## config.mk

```make
export PLATFORM = sky130hd
export DESIGN_NAME = lie_mul
export DESIGN_NICKNAME = d
export VERILOG_FILES = /design/src/lie_pkg.sv /design/src/lie_mul.sv
export SDC_FILE = /design/constraint.sdc
export NUM_CORES = 2
export LEC_CHECK = 0
export BUFFER_PORTS_ARGS = -buffer_cell sky130_fd_sc_hd__buf_2
export CORE_MARGIN = 3
export CORE_UTILIZATION = 66
export DETAILED_ROUTE_END_ITERATION = 16
export MAX_ROUTING_LAYER = met4
export PLACE_DENSITY = 0.87
export RECOVER_POWER = 25
export SLEW_MARGIN = 20
export SYNTH_ARGS = -nofsm -noshare
export SYNTH_HDL_FRONTEND = slang
export SYNTH_SLANG_ARGS = --single-unit
```

## constraint.sdc

```tcl
create_clock -name i_clk -period 11.35 [get_ports i_clk]
set_clock_uncertainty 0.15 [all_clocks]
set_input_delay 3.405 -clock i_clk [delete_from_list [all_inputs] [get_ports i_clk]]
set_output_delay 3.405 -clock i_clk [all_outputs]
set_load 0.02 [all_outputs]
```

## src/lie_pkg.sv

```systemverilog
// ----------------------------------------------------------------------------
// lie_pkg
// Shared types and codes for the Lagrange interpolation evaluator.
// ----------------------------------------------------------------------------
package lie_pkg;

    localparam int MAG_W = 62;
    localparam logic [MAG_W-1:0] MAG_LIM = {MAG_W{1'b1}};

    localparam logic [2:0] ST_OK   = 3'd0;
    localparam logic [2:0] ST_DUP  = 3'd1;
    localparam logic [2:0] ST_NONE = 3'd2;
    localparam logic [2:0] ST_SAT  = 3'd3;
    localparam logic [2:0] ST_DROP = 3'd4;

    localparam logic ACT_LOAD = 1'b0;
    localparam logic ACT_EVAL = 1'b1;

    localparam logic [3:0] S_IDLE = 4'd0;
    localparam logic [3:0] S_DUP  = 4'd1;
    localparam logic [3:0] S_CAP  = 4'd2;
    localparam logic [3:0] S_J    = 4'd3;
    localparam logic [3:0] S_DIV  = 4'd4;
    localparam logic [3:0] S_MUL  = 4'd5;
    localparam logic [3:0] S_TERM = 4'd6;
    localparam logic [3:0] S_FIN  = 4'd7;
    localparam logic [3:0] S_OUT  = 4'd8;

    typedef struct packed {
        logic             done;
        logic             sat;
        logic [MAG_W-1:0] mag;
    } t_unit_out;

endpackage

```

## src/lie_mul.sv

```systemverilog
// ----------------------------------------------------------------------------
// lie_mul
// Rounded fixed-point magnitude product (a * b) >> F from four 32x32 parts.
// ----------------------------------------------------------------------------
module lie_mul #(
    parameter int FRAC_BITS = 16
) (
    input  logic                           i_clk,
    input  logic                           i_rst_n,
    input  logic                           i_start,
    input  logic [lie_pkg::MAG_W-1:0]      i_a,
    input  logic [lie_pkg::MAG_W-1:0]      i_b,
    output lie_pkg::t_unit_out             o_res
);
    logic                      r_busy;
    logic [2:0]                r_k;
    logic [lie_pkg::MAG_W-1:0] r_a;
    logic [lie_pkg::MAG_W-1:0] r_b;
    logic [63:0]               r_pp;
    logic [127:0]              r_acc;
    logic                      r_done;
    logic                      r_sat;
    logic [lie_pkg::MAG_W-1:0] r_mag;
    logic [31:0]               op_a;
    logic [31:0]               op_b;
    logic [127:0]              pp_sh;
    logic [127:0]              rnd;
    logic [127:0]              sh;

    always_comb begin
        case (r_k)
            3'd0: begin op_a = r_a[31:0];          op_b = r_b[31:0]; end
            3'd1: begin op_a = r_a[31:0];          op_b = {2'b0, r_b[61:32]}; end
            3'd2: begin op_a = {2'b0, r_a[61:32]}; op_b = r_b[31:0]; end
            3'd3: begin op_a = {2'b0, r_a[61:32]}; op_b = {2'b0, r_b[61:32]}; end
            default: begin op_a = '0; op_b = '0; end
        endcase
        case (r_k)
            3'd1:    pp_sh = {64'd0, r_pp};
            3'd2:    pp_sh = {32'd0, r_pp, 32'd0};
            3'd3:    pp_sh = {32'd0, r_pp, 32'd0};
            3'd4:    pp_sh = {r_pp, 64'd0};
            default: pp_sh = '0;
        endcase
        rnd = r_acc + (128'd1 << (FRAC_BITS - 1));
        sh  = rnd >> FRAC_BITS;
    end

    always_ff @(posedge i_clk) begin
        if (!i_rst_n) begin
            r_busy <= 1'b0;
            r_done <= 1'b0;
            r_k    <= '0;
        end else begin
            r_done <= 1'b0;
            if (i_start) begin
                r_busy <= 1'b1;
                r_k    <= '0;
                r_a    <= i_a;
                r_b    <= i_b;
                r_acc  <= '0;
            end else if (r_busy) begin
                r_pp  <= op_a * op_b;
                r_acc <= r_acc + pp_sh;
                r_k   <= r_k + 3'd1;
                if (r_k == 3'd5) begin
                    r_busy <= 1'b0;
                    r_done <= 1'b1;
                    r_sat  <= |sh[127:62];
                    r_mag  <= (|sh[127:62]) ? lie_pkg::MAG_LIM : sh[61:0];
                end
            end
        end
    end

    always_comb begin
        o_res.done = r_done;
        o_res.sat  = r_sat;
        o_res.mag  = r_mag;
    end
endmodule

```

==> impl_metrics.py <==
metrics = {
    "synth": {
        "ys_seq_area_share_pct": 19.9,
        "yosysWarnings": 0,
        "ys_async_sr_fraction_pct": 0,
        "avgSynthCellArea_um2": 9.02,
        "syn_nets": 7806,
        "synth_top_area_cell": "fa_1",
        "syn_inst": 6386,
        "yosysTopAreaCellShare_pct": 31.2,
        "synth_edf_count": 379,
        "ys_types": 72,
        "ys_top_cells_by_area": "fa_1 (31%), edfxtp_1 (20%), ha_1 (8.6%)",
        "ys_seq_elements": 384,
        "synth.cell_area_um2": 57600,
        "synthTopCellsByCount": "inv_1 (985), fa_1 (897), nor2_1 (895)",
        "synth-main-ff-cell": "edfxtp_1",
        "synth.most_common_cell": "inv_1",
    },
    "critical_path": {
        "crit_path_frequent_cell": "fa_1",
        "r2r-end": "r_pp[56]",
        "crit_type": "reg2reg",
        "crit_start": "r_k[1]",
        "cp.required_ps": 11600,
        "r2r-start": "r_k[1]",
        "slowest_stage": "a22oi_1",
        "max_stage_delay_ps": 930,
        "arrival_ps": 11210,
        "path_delay_family": "adder cells",
        "end_kind": "flip-flop",
        "crit_buf_inv": 8,
        "crit_end": "r_pp[56]",
        "crit_fanout": 31,
        "r2r_setup_slack_ps": 390,
        "r2r_cells": 32,
        "worst-path-stages": 32,
        "cp-start-kind": "flip-flop",
    },
    "finish": {
        "multiInputGateArea_um2": 41200,
        "area_growth_pct": 6.38,
        "fillers": 6464,
        "final_core_util_pct": 71.4,
        "final_layout_size_suffix_gt1_share_pct": 6.49,
        "finalNetCount": 7829,
        "seq_area_um2": 11500,
    },
    "place": {
        "hpwl_um": 158000,
        "port-buffer-count": 190,
        "place_congestion": 1.08,
    },
    "floorplan": {
        "die_w_um": 301,
        "io_pins": 191,
        "initial_core_util_pct": 67.1,
        "core_area_um2": 85800,
        "die_area_um2": 90900,
        "fp-row-count": 107,
        "fp.dieH_um": 301,
    },
    "status": {
        "status": "finished with violations",
        "violations": "max-capacitance violations, max-slew violations",
    },
    "timing": {
        "hold_viol_final": 0,
        "fmax_mhz": 91.2,
        "maxSlewViolCount": 132,
        "min_period_ps": 10960,
        "worst_slew_pin_slew_ps": 3550,
        "setup_viol": 0,
        "rsz0062_at_grt": "false",
        "finalCritPeriodShare_pct": 96.6,
        "slew_headroom_pct": -137,
        "fin_setup_tns_ps": 0,
    },
    "grt": {
        "grt_antenna_before_repair": 3,
        "grt_overflow": 0,
        "grt_pass1_vias": 49700,
        "grt_pass1_wl_um": 295000,
        "track_usage_pct": 44.9,
        "grt_max_degree": 83,
    },
    "route": {
        "totalWireLength_um": 194000,
        "routedWlPerCell_um": 25.6,
        "dr.pass1.iters": 8,
        "vias_per_cell": 6.43,
        "via_count": 48800,
        "drc": 0,
        "ant_nets": 0,
        "drtIter0Drc": 5333,
    },
    "clock_network": {
        "numCtsBuffers": 44,
        "insertion_delay_ps": 660,
        "post-cts-setup-buffers": 0,
        "cts_tree": "done",
        "cts_hold_buf": 0,
        "cts_num_sinks": 384,
        "clk_path_buf_depth": 3,
        "ctsResizeCount": 0,
        "clkTransAtPathRegs_ps": 60,
        "h-tree-depth": 2,
        "clock-root-buffer": "clkbuf_16",
    },
    "job": {
        "cap_violations": 3,
    },
    "hold_path": {
        "hp-class": "reg2reg",
        "hold_depth": 2,
    },
}
## stage by stage
stage | setup slack [ps] | cells | instance area, um^2 | hold slack [ps]
6_report | 386 | 7592 | 61300 | 420
5_1_grt | 61.7 | 7589 | 61300 | 435
4_1_cts | 490 | 7585 | 61300 | 421
3_5_place_dp | 462 | 7505 | 59800 | 414
3_3_place_gp | 608 | 7505 | 59800 | 399
2_1_floorplan | 1680 | 6386 | 57600 | 364
## routing by layer
| layer | track usage, % | share of wire (%) | up-vias |
|---|---|---|---|
| li1 | - | - | 20800 |
| met1 | 53.7 | 35 | 23600 |
| met2 | 66.2 | 43 | 3396 |
| met3 | 13.9 | 13 | 934 |
| met4 | 28.9 | 8.8 | 0 |
| met5 | - | 0 | - |
## state kept, by name, indices dropped and copies added, names as in the netlist
signal	count
r_acc	128
r_pp	64
r_a	62
r_b	62
r_mag	62
r_k	3
r_busy	1
r_done	1
r_sat	1
## placed cells by master (no fill, tap or decap), drive strengths merged, types with 58 or more instances in the layout
| cell | netlist | routed |
|---|---|---|
| inv | 987 | 992 |
| fa | 897 | 897 |
| nor2 | 896 | 896 |
| nand2 | 675 | 675 |
| ha | 396 | 396 |
| edfxtp | 379 | 379 |
| buf | 22 | 288 |
| a21oi | 265 | 265 |
| xnor2 | 159 | 159 |
| o21ai | 159 | 159 |
| a22o | 122 | 122 |
| nand4 | 120 | 120 |
| nor3 | 96 | 96 |
| a21o | 95 | 95 |
| xor2 | 89 | 89 |
| clkbuf | 323 | 83 |
| nand3 | 80 | 80 |
| and3 | 69 | 69 |
| a22oi | 62 | 62 |
| o21bai | 58 | 58 |
## worst min path at each step
stage | start | endpoint
finish | r_k[1] | r_k[1]
floorplan | r_k[1] | r_k[1]
detailed placement | r_k[1] | r_k[1]
CTS | r_k[1] | r_k[1]
global placement | r_k[1] | r_k[1]
global route | r_k[1] | r_k[1]
## kinds of logic after synthesis
logic type,after synthesis,share of synthesized area [%]
AOI/OAI and AO/OA,968,11.2
adders and majority gates,1293,39.8
DFF,384,19.9
xor gates and xnor gates,248,3.77
muxes,9,0.165
buffers and inverters,1332,8.71
and+or+nand+nor,2152,16.4
## area by class of cell
| cell class | instances | share of cell area (%) |
|---|---|---|
| Antenna cell | 5 | 0.0204 |
| Clock buffer | 49 | 1.83 |
| Clock inverter | 31 | 0.657 |
| Inverter | 987 | 6.05 |
| Multi-Input combinational cell | 4670 | 67.3 |
| Sequential cell | 384 | 18.7 |
| Tap cell | 1144 | 2.34 |
| Timing Repair Buffer | 322 | 3.11 |
## tightest hold or removal path: cells and delay by family, from the launching register on
family / cells / cell delay, ps
DFF: 1 / 340
and+or+nand+nor: 1 / 50
muxes: 1 / 130
Power is not shown: default switching activity piles up to over one toggle a cycle in this logic, so the estimate is an artifact.
