**src/lie_cell.sv**
```systemverilog
// ----------------------------------------------------------------------------
// lie_cell
// One node of the sample chain: holds (x, y), loads on its index, rotates.
// ----------------------------------------------------------------------------
module lie_cell #(
    parameter int K  = 0,
    parameter int IW = 4
) (
    input  logic          i_clk,
    input  logic          i_wr,
    input  logic [IW-1:0] i_wr_idx,
    input  logic [31:0]   i_x,
    input  logic [31:0]   i_y,
    input  logic          i_rot,
    input  logic [31:0]   i_nx,
    input  logic [31:0]   i_ny,
    output logic [31:0]   o_x,
    output logic [31:0]   o_y
);
    logic [31:0] r_x;
    logic [31:0] r_y;

    always_ff @(posedge i_clk) begin
        if (i_wr && (i_wr_idx == IW'(K))) begin
            r_x <= i_x;
            r_y <= i_y;
        end else if (i_rot) begin
            r_x <= i_nx;
            r_y <= i_ny;
        end
    end

    assign o_x = r_x;
    assign o_y = r_y;
endmodule

```
**config.mk**
```make
export PLATFORM = sky130hd
export DESIGN_NAME = lie_cell
export DESIGN_NICKNAME = d
export VERILOG_FILES = /design/src/lie_cell.sv
export SDC_FILE = /design/constraint.sdc
export NUM_CORES = 1
export LEC_CHECK = 0
export BUFFER_PORTS_ARGS = -buffer_cell sky130_fd_sc_hd__clkbuf_2
export CORE_MARGIN = 4
export CORE_UTILIZATION = 30
export CTS_BUF_LIST = sky130_fd_sc_hd__clkbuf_16
export DETAILED_ROUTE_END_ITERATION = 10
export SYNTH_ARGS = -nofsm -noshare
export SYNTH_HDL_FRONTEND = slang
export SYNTH_SLANG_ARGS = --single-unit
```
**constraint.sdc**
```tcl
create_clock -name i_clk -period 5.35 [get_ports i_clk]
set_clock_uncertainty 0.1 [all_clocks]
set_input_delay 0.8025 -clock i_clk [delete_from_list [all_inputs] [get_ports i_clk]]
set_output_delay 0.8025 -clock i_clk [all_outputs]
set_load 0.02 [all_outputs]
```
==> results of run 1 <==
## worst paths after layout
check	slack, ns	startpoint	cells past startpoint	endpoint
setup / recovery	2.04	i_wr_idx[1]	6	o_x[11]
hold / removal	0.68	i_nx[28]	2	o_x[28]
## cell usage after synthesis
cell	n	area (um^2)
mux2_4	49	736
nand2_1	1	3.75
edfxtp_1	64	1920
buf_2	1	5.00
mux2_2	15	169
nand2b_1	1	6.26
buf_6	6	67.6
nor4_1	1	6.26
## power by group
group / switching [mW] / internal, mW
clock: 0.188 / 0.398
sequential: 0.0124 / 0.605
combinational: 0.112 / 0.0988
total: 0.312 / 1.10
## routing by layer
metal	routed length (um)	global-route usage	vias to the layer above
li1	-	-	951
met1	2490	0.118	902
met2	3730	0.210	112
met3	749	0.0644	9
met4	120	0.0365	0
met5	0	0	-
## state kept, by name, indices dropped and copies added, names as in the netlist
name  flops
o_y      32
o_x      32
## cells by family after synthesis
family / synth area share
and+or+nand+nor: 0.00558
buffers and inverters: 0.0249
muxes: 0.310
DFF: 0.659
## layout make-up
cell class / instances / area (um^2)
Clock inverter: 6 / 75.1
Timing Repair Buffer: 200 / 1010
Fill cell: 876 / 5050
Multi-Input combinational cell: 67 / 931
Clock buffer: 9 / 225
Sequential cell: 64 / 1920
Tap cell: 129 / 161
## placed cells by master, fill, tap and decap left out
master / Yosys / layout
clkbuf_2: 0 / 198
edfxtp_1: 64 / 64
mux2_4: 49 / 49
mux2_2: 15 / 15
clkbuf_16: 0 / 9
clkinv_1: 0 / 4
bufinv_16: 0 / 2
buf_4: 0 / 2
nor4_1: 1 / 1
nand2_4: 0 / 1
nand2b_2: 0 / 1
## stage by stage
step / cell area [um^2] / hold WS (ns) / util / setup slack, ns
after floorplan: 2920 / 0.920 / - / 1.88
after global placement: 4020 / 1.01 / 0.429 / 1.75
after detailed placement: 4020 / 1.01 / 0.429 / 1.64
after CTS: 4320 / 0.669 / 0.461 / 1.98
after global routing: 4320 / 0.668 / 0.461 / 1.80
final: 4320 / 0.682 / 0.461 / 2.04
==> impl_metrics.env, run 1 <==
export IMPL_fin_setup_tns_ns=0
export IMPL_yosys_warnings=0
export IMPL_crit_family="simple AND/OR/NAND/NOR gates"
export IMPL_antenna_found_initial=0
export IMPL_postSynthAreaPerCell_um2=21.1
export IMPL_ant_nets=0
export IMPL_die_w_um=107
export IMPL_peakVddDrop_v=0.000193
export IMPL_clkSlewWorstSetupHoldPaths_ns=0.05
export IMPL_grt_setup_unrepaired="no"
export IMPL_drc_errors=0
export IMPL_timing_slew_headroom=0.298
export IMPL_cts_max_level=3
export IMPL_io_pins=199
export IMPL_hold_viol=0
export IMPL_clkSinkCount=64
export IMPL_status="complete, no violations"
export IMPL_die_area_um2=11400
export IMPL_synthCells=138
export IMPL_crit_type="primary input to flip-flop"
export IMPL_dpl_hpwl_um=5670
export IMPL_ys_types=8
export IMPL_wirelength_um=7090
export IMPL_start_util=0.311
export IMPL_crit_arrival_ns=3.20
export IMPL_cpMaxStageDelayCell="nand2b_2"
export IMPL_tritoncts="done"
export IMPL_cp_common_cell="buf_4"
export IMPL_drive_above_1_share=0.801
export IMPL_power_mw=1.41
export IMPL_port_buffers=198
export IMPL_hold_buffers=0
export IMPL_final_cell_count_no_fill=475
export IMPL_cts_buffers=9
export IMPL_cts_root_buf="clkbuf_16"
export IMPL_grtUsageTotal=0.118
export IMPL_fin_nets=477
export IMPL_slew_viol_final=0
export IMPL_routedWlPerCell_um=14.9
export IMPL_viasPerCell=4.16
export IMPL_cap_violations=0
export IMPL_grt_ovfl_total=0
export IMPL_endpoint_kind="flip-flop"
export IMPL_die_h_um=107
export IMPL_worstMarginPinSlew_ns=1.05
export IMPL_placedCellCount=460
export IMPL_period_needed_ns=3.31
export IMPL_clock_path_buffers=2
export IMPL_antennaDiodeCount=0
export IMPL_cts_resized=0
export IMPL_rows=35
export IMPL_ys_seq_elements=64
export IMPL_syn_area_um2=2920
export IMPL_leakagePower_nw=2.15
export IMPL_grt_pass1_vias=2097
export IMPL_setup_viol=0
export IMPL_grt_start_max_net_pins=66
export IMPL_crit_buf_inv=3
export IMPL_grt_pass1_wl_um=10200
export IMPL_min_period_over_period=0.618
export IMPL_fp_coreArea_um2=9370
export IMPL_hp_class="primary input to flip-flop"
export IMPL_drt_first_pass_iters=5
export IMPL_fmax_mhz=302
export IMPL_slowest_delay_ns=0.88
export IMPL_gp_congestion=0.704
export IMPL_cp_max_fo=65
export IMPL_cp_required_ns=5.24
export IMPL_ys_seq_area_frac=0.659
export IMPL_drt_iter0_markers=61
export IMPL_num_vias=1974
export IMPL_syn_nets=273
export IMPL_postCtsSetupBuffers=0
export IMPL_power_density_nw_per_um2=327
export IMPL_cp_start_kind="primary input"
export IMPL_synthToLayoutAreaGrowth_pct=48.2
export IMPL_crit_path_cell_trace="clkbuf_2 -> nor4_1 -> nand2_4 -> buf_4 -> nand2b_2 -> buf_4"
No activity file was read; power rests on OpenSTA's default activity.
==> run 2, diff against run 1 <==
--- a/config.mk
+++ b/config.mk
@@ -5,6 +5,7 @@
 export SDC_FILE = /design/constraint.sdc
 export NUM_CORES = 1
 export LEC_CHECK = 0
+export ABC_AREA = 1
 export BUFFER_PORTS_ARGS = -buffer_cell sky130_fd_sc_hd__clkbuf_2
 export CORE_MARGIN = 4
 export CORE_UTILIZATION = 30
==> constraint.sdc (replaced) <==
create_clock -name i_clk -period 3.4 [get_ports i_clk]
set_clock_uncertainty 0.1 [all_clocks]
set_input_delay 0.51 -clock i_clk [delete_from_list [all_inputs] [get_ports i_clk]]
set_output_delay 0.51 -clock i_clk [all_outputs]
set_load 0.02 [all_outputs]
==> impl_metrics.env, run 2 <==
export IMPL_leakagePower_nw=2.17
export IMPL_die_area_um2=11800
export IMPL_slew_viol_final=0
export IMPL_power_density_nw_per_um2=479
export IMPL_ys_flop_type="edfxtp_1"
export IMPL_grt_ovfl_total=0
export IMPL_num_vias=2866
export IMPL_antenna_found_initial=0
export IMPL_slowest_delay_ns=0.42
export IMPL_crit_type="primary input to flip-flop"
export IMPL_clkSlewWorstSetupHoldPaths_ns=0.05
export IMPL_grt_pass1_wl_um=13000
export IMPL_crit_path_cell_trace="clkbuf_2 -> nor2_1 -> nand3_2 -> nand2_2 -> buf_12"
export IMPL_ys_seq_area_frac=0.630
export IMPL_crit_arrival_ns=1.53
export IMPL_hold_viol=0
export IMPL_drt_iter0_markers=131
export IMPL_use_met3=0.0545
export IMPL_power_mw=2.07
export IMPL_crit_buf_inv=2
export IMPL_setup_viol=0
export IMPL_fmax_mhz=618
export IMPL_cts_resized=0
export IMPL_nFillCells=986
export IMPL_die_w_um=109
export IMPL_synth_edf_count=64
export IMPL_drt_first_pass_iters=4
export IMPL_drive_above_1_share=0.453
export IMPL_fp_coreArea_um2=9820
export IMPL_clkSinkCount=64
export IMPL_yosys_warnings=0
export IMPL_whs_ns=0.359
export IMPL_routedWlPerCell_um=13.9
export IMPL_antennaDiodeCount=0
export IMPL_port_buffers=198
export IMPL_clock_path_buffers=2
export IMPL_fin_setup_tns_ns=0
export IMPL_ys_seq_elements=64
export IMPL_placedCellCount=601
export IMPL_min_period_over_period=0.476
export IMPL_area_sequential_um2=1920
export IMPL_tritoncts="done"
export IMPL_grtUsageTotal=0.142
export IMPL_peakVddDrop_v=0.000158
export IMPL_fin_util=0.440
export IMPL_synth_top_area_share=0.630
export IMPL_wirelength_um=8550
export IMPL_hold_buffers=0
export IMPL_syn_area_um2=3050
export IMPL_gp_congestion=0.777
export IMPL_cp_max_fo=23
export IMPL_cpMaxStageDelayCell="nand2_2"
export IMPL_multiInputGateArea_um2=927
export IMPL_grtUsageMet1=0.180
export IMPL_viasPerCell=4.67
export IMPL_final_cell_count_no_fill=614
export IMPL_grt_pass1_vias=2651
export IMPL_endpoint_kind="flip-flop"
export IMPL_ant_nets=0
export IMPL_start_util=0.311
export IMPL_dpl_hpwl_um=6340
export IMPL_layout_commonest_cell="clkbuf_2"
export IMPL_io_pins=199
export IMPL_synth_top_area_cell="edfxtp_1"
export IMPL_synthTopCellsByArea="edfxtp_1 (63%), nand2_1 (16%), nand4_1 (13%)"
export IMPL_grtUsageMet2=0.229
export IMPL_cts_max_level=3
export IMPL_rows=36
export IMPL_die_h_um=109
export IMPL_fin_nets=614
export IMPL_crit_family="simple AND/OR/NAND/NOR gates"
export IMPL_cap_violations=0
export IMPL_drc_errors=0
export IMPL_timing_slew_headroom=0.306
export IMPL_synthCells=290
export IMPL_synth_common_cells="nand2_1 (129), edfxtp_1 (64), nand4_1 (64), buf_6 (12), clkbuf_1 (7)"
export IMPL_postSynthAreaPerCell_um2=10.5
export IMPL_status="complete, no violations"
export IMPL_synthToLayoutAreaGrowth_pct=41.7
export IMPL_grt_busiest_layer="met2"
export IMPL_cp_required_ns=3.31
export IMPL_cts_buffers=9
export IMPL_period_needed_ns=1.62
export IMPL_hp_class="primary input to flip-flop"
export IMPL_cp_start_kind="primary input"
export IMPL_synth_most_common_cell="nand2_1"
export IMPL_grt_setup_unrepaired="no"
export IMPL_ys_types=11
export IMPL_cts_root_buf="clkbuf_16"
export IMPL_synthArstFlopShare=0
export IMPL_worstMarginPinSlew_ns=1.04
export IMPL_syn_nets=425
export IMPL_grt_start_max_net_pins=65
export IMPL_postCtsSetupBuffers=0
export IMPL_final_cell_mix="clkbuf_2 (198), nand2_1 (128), nand4_1 (64), edfxtp_1 (64), clkbuf_16 (9)"
-- run 2: where the power goes --
part / internal, mW / switching (mW) / leakage [nW]
sequential: 0.954 / 0.0210 / 0.628
combinational: 0.127 / 0.224 / 1.42
clock: 0.469 / 0.276 / 0.123
-- run 2: logic make-up after synthesis --
| family | share of synthesized area |
|---|---|
| simple gates | 0.303 |
| flops | 0.630 |
| buf+inv | 0.0665 |
-- run 2: path summary, 6_finish.rpt --
check | from | cells after the start | slack, ns | endpoint
max | i_wr_idx[1] | 5 | 1.78 | o_x[10]
min | i_nx[5] | 3 | 0.36 | o_x[5]
-- run 2: metal layers --
metal | routed length, um | vias up
met3 | 846 | 7
met5 | 0 | -
met2 | 4110 | 136
met1 | 3530 | 1305
li1 | - | 1418
met4 | 71 | 0
-- run 2: final cells by class --
type | count | area share
sequential | 64 | 0.445
clock inverter | 4 | 0.00376
inverter | 3 | 0.00261
timing repair buffer | 203 | 0.244
multi-input combinational | 198 | 0.215
clock buffer | 9 | 0.0521
tap | 133 | 0.0385
-- run 2: per-stage QoR --
stage,setup WS (ns),cell area [um^2]
6_report,1.78,4320
3_3_place_gp,1.46,4080
4_1_cts,1.77,4320
3_5_place_dp,1.45,4080
2_1_floorplan,0.512,3050
5_1_grt,1.60,4320
