===== config.mk =====
export PLATFORM = sky130hd
export DESIGN_NAME = lie_div
export DESIGN_NICKNAME = d
export VERILOG_FILES = /design/src/lie_pkg.sv /design/src/lie_div.sv
export SDC_FILE = /design/constraint.sdc
export NUM_CORES = 1
export LEC_CHECK = 0
export BUFFER_PORTS_ARGS = -buffer_cell sky130_fd_sc_hd__buf_2
export CAP_MARGIN = 10
export CELL_PAD_IN_SITES_DETAIL_PLACEMENT = 0
export CELL_PAD_IN_SITES_GLOBAL_PLACEMENT = 2
export CORE_MARGIN = 2
export CORE_UTILIZATION = 37
export DETAILED_ROUTE_END_ITERATION = 8
export PLACE_DENSITY = 0.9
export SLEW_MARGIN = 10
export SYNTH_ARGS = -nofsm -noshare
export SYNTH_HDL_FRONTEND = slang
export SYNTH_SLANG_ARGS = --single-unit

===== constraint.sdc =====
create_clock -name i_clk -period 3.9 [get_ports i_clk]
set_input_delay 0.585 -clock i_clk [delete_from_list [all_inputs] [get_ports i_clk]]
set_output_delay 0.585 -clock i_clk [all_outputs]
set_load 0.01 [all_outputs]

===== src/lie_pkg.sv =====
// ----------------------------------------------------------------------------
// lie_pkg
// Shared types and codes for the Lagrange interpolation evaluator.
// ----------------------------------------------------------------------------
package lie_pkg;

    localparam int MAG_W = 62;
    localparam logic [MAG_W-1:0] MAG_LIM = {MAG_W{1'b1}};

    localparam logic [2:0] ST_OK   = 3'd0;
    localparam logic [2:0] ST_DUP  = 3'd1;
    localparam logic [2:0] ST_NONE = 3'd2;
    localparam logic [2:0] ST_SAT  = 3'd3;
    localparam logic [2:0] ST_DROP = 3'd4;

    localparam logic ACT_LOAD = 1'b0;
    localparam logic ACT_EVAL = 1'b1;

    localparam logic [3:0] S_IDLE = 4'd0;
    localparam logic [3:0] S_DUP  = 4'd1;
    localparam logic [3:0] S_CAP  = 4'd2;
    localparam logic [3:0] S_J    = 4'd3;
    localparam logic [3:0] S_DIV  = 4'd4;
    localparam logic [3:0] S_MUL  = 4'd5;
    localparam logic [3:0] S_TERM = 4'd6;
    localparam logic [3:0] S_FIN  = 4'd7;
    localparam logic [3:0] S_OUT  = 4'd8;

    typedef struct packed {
        logic             done;
        logic             sat;
        logic [MAG_W-1:0] mag;
    } t_unit_out;

endpackage


===== src/lie_div.sv =====
// ----------------------------------------------------------------------------
// lie_div
// Rounded fixed-point quotient (n << F + d/2) / d, one bit per cycle.
// ----------------------------------------------------------------------------
module lie_div #(
    parameter int FRAC_BITS = 16
) (
    input  logic                i_clk,
    input  logic                i_rst_n,
    input  logic                i_start,
    input  logic [31:0]         i_num,
    input  logic [31:0]         i_den,
    output lie_pkg::t_unit_out  o_res
);
    logic        r_busy;
    logic [6:0]  r_cnt;
    logic [31:0] r_d;
    logic [31:0] r_rem;
    logic [63:0] r_quo;
    logic        r_done;
    logic [32:0] rem_s;
    logic        ge;
    logic [32:0] rem_n;

    always_comb begin
        rem_s = {r_rem, r_quo[63]};
        ge    = rem_s >= {1'b0, r_d};
        rem_n = ge ? (rem_s - {1'b0, r_d}) : rem_s;
    end

    always_ff @(posedge i_clk) begin
        if (!i_rst_n) begin
            r_busy <= 1'b0;
            r_done <= 1'b0;
            r_cnt  <= '0;
        end else begin
            r_done <= 1'b0;
            if (i_start) begin
                r_busy <= 1'b1;
                r_cnt  <= '0;
                r_d    <= i_den;
                r_rem  <= '0;
                r_quo  <= ({32'd0, i_num} << FRAC_BITS) + {33'd0, i_den[31:1]};
            end else if (r_busy) begin
                r_rem <= rem_n[31:0];
                r_quo <= {r_quo[62:0], ge};
                r_cnt <= r_cnt + 7'd1;
                if (r_cnt == 7'd63) begin
                    r_busy <= 1'b0;
                    r_done <= 1'b1;
                end
            end
        end
    end

    always_comb begin
        o_res.done = r_done;
        o_res.sat  = |r_quo[63:62];
        o_res.mag  = o_res.sat ? lie_pkg::MAG_LIM : r_quo[61:0];
    end
endmodule


==> key figures, run 1 <==
Synth
  – Multiplexer area fraction after synthesis: under 10%
  – Synth async-reset ratio: 0%
  – Synthesis Warnings: 0
  – Post-synthesis xor/xnor area fraction: about 5.7%
  – Simple-gate share of the synthesized area: 16.8%
  – Compound-Gate Fraction of Synth Area: between 10% and 20%
  – Yosys reg bits: around 140
  – Main synth FF type: edfxtp_1
  – Post-synth cell types: 67
  – Mapped Cells: 873
  – Seq/Total Area, Yosys: 45.7%
  – Mapped cell area: 8800 µm²
  – Main combinational cell family by area after synthesis: simple AND/OR/NAND/NOR gates
  – EDFF count, synth: 128
  – Syn_nets: around 1000
  – Syn avg cell area: 10.1 µm²
  – Post-Synth Adder-Cell Area: between 7 and 8%

Placement
  – HPWL after DPL: 16400 µm
  – Area after DPL: approximately 9800 µm²
  – RD Place Congestion: 0.848
  – IO Port Bufs: 130

STA
  – Final Hold Viols: 0
  – Final Cycle Share: 83.1%
  – RSZ-0062 raised after global routing: no
  – Min cycle time layout: 3.24 ns
  – Tightest Pin Transition: 0.942 ns
  – Max Slew Vio Count: 0
  – Max frequency: 309 MHz
  – Clock Skew: ~0.0094 ns
  – Final Setup Violations: 0
  – Slew Limit Headroom: 37.2%
  – Setup TNS: 0 ns

Finish
  – Layout net count: between 1000 and 1500
  – Area delta synth->final: 17.3%
  – Fin area: 10300 µm²
  – Share of layout cells above drive strength 1: roughly 22%
  – N_diodes: 0
  – # fillers: 2334

Drt
  – Final ANT Viol Nets: 0
  – Final WL: 23300 µm
  – Total number of vias: 7016
  – Drt wl/cell: 17.7 µm
  – 1st-pass router iterations: 5
  – Vias/cell: 5.32
  – # DRC: 0
  – Initial DRC count: 473

Clocking
  – Clock transition at the registers of the reported paths: 0.07 ns
  – Clk_lat worst skew: 0.43 ns
  – Num CTS Buffers: 17
  – Hold_buf cts: 0
  – Setup Buffers After CTS: 0
  – Post-CTS Resized: 0
  – CTS tree: done
  – H-tree Lvls: 4
  – Clk sinks: 137
  – Root Buffer: clkbuf_16
  – Worst-case clock buffer depth: 2

Setup path
  – CP arrival: roughly 3.4 ns
  – Reg2reg path depth: 10
  – CP max FO: 4
  – CP startpoint kind: register
  – CP required: 4.07 ns
  – Crit Path Class: reg -> reg
  – Worst Setup End Kind: register

Global routing
  – First-pass GRT wire length: 37300 µm
  – Largest net degree at the start of global routing: between 100 and 150
  – Tot GR Track Use: slightly below 20%
  – Initial antenna violation count: 0
  – Vias in the first global route: roughly 7000
  – Remaining Overflow, GRT: 0

Floorplan
  – Chip height: 158 µm
  – Die Area: between 20000 and 30000 µm²
  – Initial Utilization: 37.6%
  – FP Rows: 56
  – Core area: 23400 µm²
  – Die W: 158 µm
  – Ports: 131

Hold path
  – Hold Path Depth: 1
  – Worst Hold Class: in -> reg

Power and ir drop
  – Leakage power: between 3 and 4 nW
  – P per Cell Area: between 400 and 500 nW/µm²
  – Peak supply drop: 0.000308 V

Flow run
  – Max Cap Violations: 0

Run status
  – Outcome: complete, no violations
[report_power, final]
group          internal [mW]  leakage (nW)  switching [mW]  total, mW
Combinational          0.450          2.40           0.643       1.09
Clock                  0.837         0.263           0.711       1.55
Sequential              1.76          1.30          0.0576       1.82
[layout by cell type, fill, tap and decap left out, drive strengths merged, types with 5 or more instances in the layout]
master / synthesis / final
nand2b: 6 / 6
clkbuf: 35 / 17
nor2b: 18 / 18
nand2: 44 / 44
mux2: 29 / 29
o211ai: 10 / 10
a21oi: 89 / 89
or3: 70 / 70
buf: 12 / 142
a211oi: 11 / 11
nand4: 9 / 9
dfxtp: 9 / 9
xnor2: 29 / 29
o21ai: 52 / 52
edfxtp: 128 / 128
a21o: 13 / 13
xor2: 28 / 28
nor3: 12 / 12
nor2: 46 / 46
o21a: 7 / 7
ha: 48 / 48
nand3: 46 / 46
o21bai: 8 / 8
and3: 12 / 12
inv: 52 / 61
o31ai: 5 / 5
[cell usage after synthesis, drive strengths merged (3+ instances only)]
cell type  instances  area, µm²
or3               70        438
dfxtp              9        180
buf               12       77.6
a211o              3       26.3
o21a               7       52.6
nand4              9       56.3
nor3              12       60.1
clkbuf            35        131
ha                48        601
a31oi              3       18.8
xor2              28        245
nand2             44        168
and2               4       27.5
a21boi             3       26.3
xnor2             29        254
o21bai             8       71.3
edfxtp           128       3840
nand2b             6       37.5
a21o              13       97.6
a211oi            11       87.6
and3              12       75.1
o31ai              5       51.3
a21oi             89        460
nor3b              3       22.5
o21ai             52        268
nand3             46        230
nor2b             18        113
nor2              46        173
mux2              29        327
o211ai            10       75.1
inv               52        195
[worst paths after layout]
check,startpoint,end,slack (ns)
max,r_d[0]$_DFFE_PP_,r_rem[30]$_SDFFCE_PP0P_,0.66
min,i_den[8],r_d[8]$_DFFE_PP_,0.34
max reg2reg,r_d[0]$_DFFE_PP_,r_rem[30]$_SDFFCE_PP0P_,0.66
min reg2reg,r_cnt[6]$_SDFFE_PP0P_,r_done$_SDFF_PP0_,0.47
[final cells by class]
| class | count | area [µm²] | area share (%) |
|---|---|---|---|
| clock buffer | 17 | 425 | 4.12 |
| clock inverter | 15 | 130 | 1.26 |
| inverter | 52 | 195 | 1.89 |
| multi-input combinational | 637 | 4380 | 42.4 |
| sequential | 137 | 4020 | 39.0 |
| tap | 319 | 399 | 3.87 |
| timing repair buffer | 142 | 768 | 7.44 |
[per-stage QoR]
stage	util (%)	hold slack, ns	power, mW	std cells	worst slack, ns
global route	44.1	0.331	4.68	1319	0.453
CTS	44.1	0.326	4.49	1319	0.703
detailed placement	41.7	0.460	2.93	1287	0.558
global placement	41.7	0.460	2.93	1287	0.573
floorplan	-	0.439	2.62	873	0.386
finish	44.1	0.344	4.46	1319	0.661
[state kept, by name (all words and copies together) (netlist names)]
signal / cells
r_rem: 32
r_d: 32
r_busy: 1
r_done: 1
r_cnt: 7
r_quo: 64
[layer usage]
metal  share of wire, %  wire [µm]  global-route usage, %  up-vias
li1                   -          -                      -     3456
met3                5.2       1220                   4.24       27
met1                 47      11000                   26.3     3360
met2                 46      10700                   30.6      173
met4                1.7        387                   5.62        0
met5                  0          0                      0        -
[critical path: stages, from the launching register on]
cell,delay (ns)
edfxtp_1,0.37
ha_1,0.25
fa_1,0.42
nand2b_1,0.18
a21oi_1,0.26
o211ai_1,0.17
nor3b_1,0.19
o31ai_1,0.62
o221ai_1,0.27
xor2_1,0.18
a21oi_1,0.08
[cells by family after synthesis]
logic type,count (synthesis)
multiplexers,30
AND/OR/NAND/NOR,280
AO/OA/AOI/OAI,220
buffers and inverters,99
adder cells (fa/ha/maj),50
flip-flops,137
XOR/XNOR,57
Power figures use the tool's default switching activity.
==> run 2, diff against run 1 <==
--- a/config.mk
+++ b/config.mk
@@ -10,9 +10,9 @@
 export CELL_PAD_IN_SITES_DETAIL_PLACEMENT = 0
 export CELL_PAD_IN_SITES_GLOBAL_PLACEMENT = 2
 export CORE_MARGIN = 2
-export CORE_UTILIZATION = 37
+export CORE_UTILIZATION = 33
 export DETAILED_ROUTE_END_ITERATION = 8
-export PLACE_DENSITY = 0.9
+export PLACE_DENSITY = 0.85
 export SLEW_MARGIN = 10
 export SYNTH_ARGS = -nofsm -noshare
 export SYNTH_HDL_FRONTEND = slang
==> constraint.sdc (replaced) <==
create_clock -name i_clk -period 2.87 [get_ports i_clk]
set_input_delay 0.4305 -clock i_clk [delete_from_list [all_inputs] [get_ports i_clk]]
set_output_delay 0.4305 -clock i_clk [all_outputs]
set_load 0.01 [all_outputs]
==> key figures, run 2 (same netlist as run 1, synthesis figures left out) <==
Setup path
  – Worst Setup End Kind: register (unchanged)
  – Crit Path Class: reg -> reg (unchanged)
  – Worst Setup SP: r_rem[2]$_SDFFCE_PP0P_ (was r_d[0]$_DFFE_PP_)
  – Crit-path cells: ha_4 > nand3_2 > o21bai_4 > a21boi_4 > o21bai_2 > a211o_1 > a21oi_4 > o21ai_4 > buf_6 > and3_1 > o21a_1 (was ha_1 > fa_1 > nand2b_1 > a21oi_1 > o211ai_1 > nor3b_1 > o31ai_1 > o221ai_1 > xor2_1 > a21oi_1)
  – CP max stage delay: 0.44 ns (was 0.62 ns)
  – CP arrival: 2.95 ns (was 3.41 ns)
  – CP max FO: 10 (was 4)
  – Reg-to-Reg Start: r_rem[2]$_SDFFCE_PP0P_ (was r_d[0]$_DFFE_PP_)
  – CP max stage cell: edfxtp_1 (was o31ai_1)
  – CP startpoint kind: register (unchanged)
  – CP required: 3.04 ns (was 4.07 ns)

Placement
  – IO Port Bufs: 130 (unchanged)
  – Dpl ws: -0.0700 ns (was 0.558 ns)
  – RD Place Congestion: 0.841 (was 0.848)
  – HPWL after DPL: 18000 µm (was 16400 µm)
  – Area after DPL: 10300 µm² (was 9770 µm²)

Floorplan
  – Chip height: 167 µm (was 158 µm)
  – Core area: 26100 µm² (was 23400 µm²)
  – Ports: 131 (unchanged)
  – FP Rows: 59 (was 56)
  – Initial Utilization: 33.7% (was 37.6%)
  – Die W: 167 µm (was 158 µm)
  – Die Area: 28000 µm² (was 25000 µm²)

Power and ir drop
  – Power Internal: 4.48 mW (was 3.04 mW)
  – Peak supply drop: 0.000395 V (was 0.000308 V)
  – Leakage power: 4.35 nW (was 3.96 nW)
  – Switching Fraction: 30.5% (was 31.7%)
  – Final Power: 6.45 mW (was 4.46 mW)
  – Psw: 1.97 mW (was 1.41 mW)
  – Clock power share: 34.6% (was 34.7%)
  – Comb power frac: 27.0% (was 24.5%)
  – P per Cell Area: 577 nW/µm² (was 432 nW/µm²)
  – Seq pwr share: 38.4% (was 40.7%)

STA
  – Clock Skew: 0.00893 ns (was 0.00940 ns)
  – Final Cycle Share: 96.8% (was 83.1%)
  – Min cycle time layout: 2.78 ns (was 3.24 ns)
  – Final Setup Violations: 0 (unchanged)
  – Slew Limit Headroom: 54.4% (was 37.2%)
  – Max Slew Vio Count: 0 (unchanged)
  – Final Hold Viols: 0 (unchanged)
  – Tightest Pin Transition: 0.684 ns (was 0.942 ns)
  – Max frequency: 360 MHz (was 309 MHz)
  – RSZ-0062 raised after global routing: yes (was no)
  – Min setup slack post-route: 0.0930 ns (was 0.661 ns)

Clocking
  – Worst-case clock buffer depth: 2 (unchanged)
  – H-tree Lvls: 4 (unchanged)
  – Clock transition at the registers of the reported paths: 0.07 ns (about the same)
  – Root Buffer: clkbuf_16 (unchanged)
  – Clk sinks: 137 (unchanged)
  – CTS tree: done (unchanged)
  – Hold_buf cts: 0 (unchanged)
  – Num CTS Buffers: 17 (unchanged)
  – Clk_lat worst skew: 0.42 ns (was 0.43 ns)

Finish
  – # fillers: 2587 (was 2334)
  – Commonest non-fill, non-tap cell in the layout: buf_2 (unchanged)
  – Largest registers: r_quo: 64 flops, r_d: 32 flops, r_rem: 32 flops (unchanged)
  – Area delta synth->final: 27.0% (was 17.3%)
  – Most frequent cells in the layout: 129 x buf_2, 128 x edfxtp_1, 84 x a21oi_1, 77 x buf_4, 70 x or3_1 (was 129 x buf_2, 128 x edfxtp_1, 87 x a21oi_1, 70 x or3_1, 52 x inv_1)
  – Top reg by flops: r_quo (unchanged)
  – Fin area: 11200 µm² (was 10300 µm²)
  – Multi-input gate area: 4610 µm² (was 4380 µm²)
  – Max reg flops: 64 (unchanged)
  – Share of layout cells above drive strength 1: 29.9% (was 22.2%)
  – N_diodes: 0 (unchanged)
  – Layout net count: 1175 (was 1104)
  – FF/Latch Area: 4020 µm² (unchanged)

Drt
  – Vias/cell: 5.22 (was 5.32)
  – DR WL met2: 11900 µm (was 10700 µm)
  – Total number of vias: 7340 (was 7016)
  – Met1 WL: 11600 µm (was 11000 µm)
  – Highest metal used: met4 (unchanged)
  – 1st-pass router iterations: 5 (unchanged)
  – Final ANT Viol Nets: 0 (unchanged)
  – Drt wl/cell: 17.7 µm (about the same)
  – # DRC: 0 (unchanged)
  – Met3 WL: 1120 µm (was 1220 µm)
  – Initial DRC count: 437 (was 473)
  – Final WL: 24800 µm (was 23300 µm)

Hold path
  – Worst Hold Class: in -> reg (unchanged)
  – Hold path startpoint: i_den[8] (unchanged)

Global routing
  – Vias in the first global route: 7236 (was 6845)
  – Largest net degree at the start of global routing: 88 (was 104)
  – First-pass GRT wire length: 39200 µm (was 37300 µm)
  – Tot GR Track Use: 17.5% (was 19.2%)
  – Initial antenna violation count: 0 (unchanged)
  – Remaining Overflow, GRT: 0 (unchanged)

Run status
  – Outcome: complete, no violations (unchanged)

Flow run
  – Max Cap Violations: 0 (unchanged)
run 2: cell count changes in the layout (fill, tap and decap cells not counted), moves of 3 or more:
cell      before  now
a211oi_1      10    6
a211oi_2       1    5
a21oi_1       87   84
a21oi_2        1    4
buf_4         11   77
buf_6          0    4
ha_1          48   38
ha_4           0   10
run 2: layout make-up:
cell class              instances  area share [%]
clock inverters                15            1.48
well taps                     335            3.75
inverters                      52            1.75
clock buffers                  17            3.81
repair buffers                213            11.9
multi-input cells             637            41.3
flip-flops and latches        137            36.0
run 2: stage by stage:
step / hold WS [ns] / utilization, % / TNS [ns] / instances
final: 0.201 / 42.7 / 0 / 1406
after global routing: 0.183 / 42.7 / -0.0996 / 1406
after CTS: 0.186 / 41.7 / 0 / 1396
after detailed placement: 0.474 / 39.3 / -0.541 / 1364
after global placement: 0.457 / 39.3 / -0.291 / 1364
after floorplan: 0.439 / - / 0 / 873
run 2: power groups by stage:
stage | Clock (mW) | Combinational [mW] | Sequential, mW
after CTS | 2.27 | 1.67 | 2.47
final | 2.23 | 1.74 | 2.48
after global routing | 2.36 | 1.92 | 2.49
after global placement | 0 | 1.64 | 2.51
after detailed placement | 0 | 1.64 | 2.51
after floorplan | 0 | 1.08 | 2.48
run 2: worst paths after layout:
check,end,cells past startpoint,slack (ns)
max,r_rem[5]$_SDFFCE_PP0P_,11,0.09
min reg2reg,r_done$_SDFF_PP0_,1,0.48
min,r_d[8]$_DFFE_PP_,1,0.20
max reg2reg,r_rem[5]$_SDFFCE_PP0P_,11,0.09
run 2: metal layers:
layer	global-route usage, %	vias to the layer above
met1	23.6	3557
met5	0	-
li1	-	3594
met4	3.78	0
met3	3.66	18
met2	29.2	171
run 2: what timing repair did:
item | 4_1_cts | 5_1_grt
pin swaps | 0 | 12
buffers inserted | 0 | 10
setup endpoints to repair | 9 | 30
gates resized for setup | 7 | 33
hold endpoints to repair | 0 | 0
run 2: worst max-delay path, delay by kind of cell, from the launching register on:
family                     cells  cell delay [ns]
AOI/OAI and AO/OA              7             1.33
adders and majority gates      1             0.32
buffers and inverters          1             0.18
DFF                            1             0.44
and+or+nand+nor                2             0.25
==> run 3, diff against run 2 <==
--- a/config.mk
+++ b/config.mk
@@ -10,9 +10,10 @@
 export CELL_PAD_IN_SITES_DETAIL_PLACEMENT = 0
 export CELL_PAD_IN_SITES_GLOBAL_PLACEMENT = 2
 export CORE_MARGIN = 2
-export CORE_UTILIZATION = 33
+export CORE_UTILIZATION = 38
+export CTS_BUF_LIST = sky130_fd_sc_hd__clkbuf_8
 export DETAILED_ROUTE_END_ITERATION = 8
-export PLACE_DENSITY = 0.85
+export PLACE_DENSITY = 0.92
 export SLEW_MARGIN = 10
 export SYNTH_ARGS = -nofsm -noshare
 export SYNTH_HDL_FRONTEND = slang
==> constraint.sdc (replaced) <==
create_clock -name i_clk -period 2.7 [get_ports i_clk]
set_input_delay 0.405 -clock i_clk [delete_from_list [all_inputs] [get_ports i_clk]]
set_output_delay 0.405 -clock i_clk [all_outputs]
set_load 0.01 [all_outputs]
==> key figures, run 3 (same netlist as run 1, synthesis figures left out) <==
Run status
  – Outcome: finished with violations (was complete, no violations)
  – Failing checks: setup timing

Global routing
  – Largest net degree at the start of global routing: 75 (was 88)
  – Remaining Overflow, GRT: 0 (unchanged)
  – First-pass GRT wire length: 39200 µm (about the same)
  – Tot GR Track Use: 20.5% (was 17.5%)
  – Initial antenna violation count: 0 (unchanged)
  – Vias in the first global route: 7466 (was 7236)

Floorplan
  – Die Area: 24400 µm² (was 28000 µm²)
  – FP Rows: 55 (was 59)
  – Initial Utilization: 38.7% (was 33.7%)
  – Core area: 22700 µm² (was 26100 µm²)
  – Die W: 156 µm (was 167 µm)
  – Chip height: 156 µm (was 167 µm)
  – Ports: 131 (unchanged)

STA
  – Final Setup Violations: 13 (was 0)
  – Slew Limit Headroom: 55.1% (was 54.4%)
  – Final Cycle Share: 101% (was 96.8%)
  – Min cycle time layout: 2.73 ns (was 2.78 ns)
  – Hold Slack: 0.115 ns (was 0.201 ns)
  – Min setup slack post-route: -0.0285 ns (was 0.0930 ns)
  – RSZ-0062 raised after global routing: yes (unchanged)
  – Max Slew Vio Count: 0 (unchanged)
  – Tightest Pin Transition: 0.672 ns (was 0.684 ns)
  – Max frequency: 367 MHz (was 360 MHz)
  – Clock Skew: 0.0203 ns (was 0.00893 ns)
  – Setup TNS: -0.179 ns (was 0 ns)
  – Final Hold Viols: 0 (unchanged)

Drt
  – Vias/cell: 5.37 (was 5.22)
  – Final ANT Viol Nets: 0 (unchanged)
  – Final WL: 24900 µm (was 24800 µm)
  – Drt wl/cell: 17.7 µm (about the same)
  – Total number of vias: 7546 (was 7340)
  – Initial DRC count: 445 (was 437)
  – 1st-pass router iterations: 4 (was 5)
  – # DRC: 0 (unchanged)

Setup path
  – CP max FO: 6 (was 10)
  – CP bufs+invs: 1 (unchanged)
  – Crit-path cells: ha_4 > nand4_1 > nor2_2 > a21boi_4 > o21bai_2 > a211o_1 > a21oi_4 > o21a_4 > buf_6 > nor3_2 > a211oi_1 (was ha_4 > nand3_2 > o21bai_4 > a21boi_4 > o21bai_2 > a211o_1 > a21oi_4 > o21ai_4 > buf_6 > and3_1 > o21a_1)
  – Delay-heaviest family, CP: compound AO/OA/AOI/OAI gates (unchanged)
  – Reg2Reg Setup Slack: -0.03 ns (was 0.09 ns)
  – CP max stage delay: 0.45 ns (was 0.44 ns)
  – CP arrival: 2.99 ns (was 2.95 ns)
  – Worst Setup End Kind: register (unchanged)
  – CP required: 2.96 ns (was 3.04 ns)
  – CP startpoint kind: register (unchanged)
  – CP max stage cell: edfxtp_1 (unchanged)
  – Crit Path Class: reg -> reg (unchanged)

Power and ir drop
  – Clock power share: 26.2% (was 34.6%)
  – Seq pwr share: 41.3% (was 38.4%)
  – Psw: 2.16 mW (was 1.97 mW)
  – P per Cell Area: 552 nW/µm² (was 577 nW/µm²)
  – Switching Fraction: 33.9% (was 30.5%)
  – Leakage power: 4.54 nW (was 4.35 nW)
  – Power Internal: 4.21 mW (was 4.48 mW)
  – Peak supply drop: 0.000321 V (was 0.000395 V)
  – Comb power frac: 32.5% (was 27.0%)

Finish
  – Multi-input gate area: 4830 µm² (was 4610 µm²)
  – FF/Latch Area: 4020 µm² (unchanged)
  – Share of layout cells above drive strength 1: 36.5% (was 29.9%)
  – Top reg by flops: r_quo (unchanged)
  – # fillers: 2094 (was 2587)
  – Max reg flops: 64 (unchanged)
  – N_diodes: 0 (unchanged)
  – Layout net count: 1225 (was 1175)
  – Commonest non-fill, non-tap cell in the layout: buf_2 (unchanged)
  – Largest registers: r_quo: 64 flops, r_d: 32 flops, r_rem: 32 flops (unchanged)
  – Most frequent cells in the layout: 129 x buf_2, 128 x edfxtp_1, 118 x buf_4, 75 x a21oi_1, 68 x or3_1 (was 129 x buf_2, 128 x edfxtp_1, 84 x a21oi_1, 77 x buf_4, 70 x or3_1)
  – Area delta synth->final: 31.2% (was 27.0%)

Clocking
  – Clk_lat worst skew: 0.47 ns (was 0.42 ns)
  – Worst-case clock buffer depth: 2 (unchanged)
  – Hold_buf cts: 0 (unchanged)
  – Num CTS Buffers: 17 (unchanged)
  – CTS tree: done (unchanged)
  – Clk sinks: 137 (unchanged)
  – Root Buffer: clkbuf_8 (was clkbuf_16)
  – Clock transition at the registers of the reported paths: 0.10 ns (was 0.07 ns)
  – H-tree Lvls: 4 (unchanged)

Hold path
  – Worst Hold Class: in -> reg (unchanged)

Placement
  – HPWL after DPL: 17800 µm (was 18000 µm)
  – IO Port Bufs: 130 (unchanged)
  – Dpl ws: -0.240 ns (was -0.0700 ns)
  – RD Place Congestion: 0.878 (was 0.841)

Flow run
  – Max Cap Violations: 0 (unchanged)
==> run 3: changes by cell type in the layout (fill, tap and decap cells not counted), sizes merged <==
cell	before	now
buf	213	263
clkinv	5	3
bufinv	2	0
inv	58	61
clkinvlp	2	3
==> run 3: layout make-up <==
class,count,area share (%)
Sequential cell,137,34.9
Inverter,52,1.69
Timing Repair Buffer,263,15.2
Clock buffer,17,2.03
Multi-Input combinational cell,637,41.8
Clock inverter,15,1.28
Tap cell,285,3.09
==> run 3: power groups by stage <==
stage / Clock (mW) / Combinational (mW) / Sequential (mW)
final: 1.67 / 2.07 / 2.63
after global routing: 1.79 / 2.26 / 2.65
after CTS: 1.71 / 1.93 / 2.63
after detailed placement: 0 / 1.85 / 2.66
after global placement: 0 / 1.84 / 2.66
after floorplan: 0 / 1.15 / 2.63
==> run 3: what timing repair did <==
| action | 4_1_cts | 5_1_grt |
|---|---|---|
| setup endpoints to repair | 29 | 33 |
| pin swaps | 15 | 35 |
| buffers inserted | 7 | 14 |
| resized for setup | 33 | 59 |
==> run 3: routing by layer <==
metal | track usage (%) | vias up | share of wire (%)
met4 | 5.81 | 0 | 1.5
met3 | 4.14 | 23 | 5.0
met2 | 32.7 | 201 | 47
met5 | 0 | - | 0
li1 | - | 3692 | -
met1 | 28.2 | 3630 | 46
==> run 3: final timing paths <==
check	start	depth (start not counted)	to
setup / recovery	r_rem[4]$_SDFFCE_PP0P_	11	r_rem[1]$_SDFFCE_PP0P_
setup reg to reg	r_rem[4]$_SDFFCE_PP0P_	11	r_rem[1]$_SDFFCE_PP0P_
hold reg to reg	r_cnt[6]$_SDFFE_PP0P_	1	r_done$_SDFF_PP0_
hold / removal	i_den[15]	1	r_d[15]$_DFFE_PP_
==> run 3: through the flow <==
step	util [%]	instance area [µm²]	std cells	power [mW]
after floorplan	-	8800	873	3.78
after global placement	46.3	10500	1355	4.50
after detailed placement	46.3	10500	1355	4.51
after CTS	49.0	11100	1394	6.26
after global routing	50.8	11500	1406	6.70
final	50.8	11500	1406	6.37
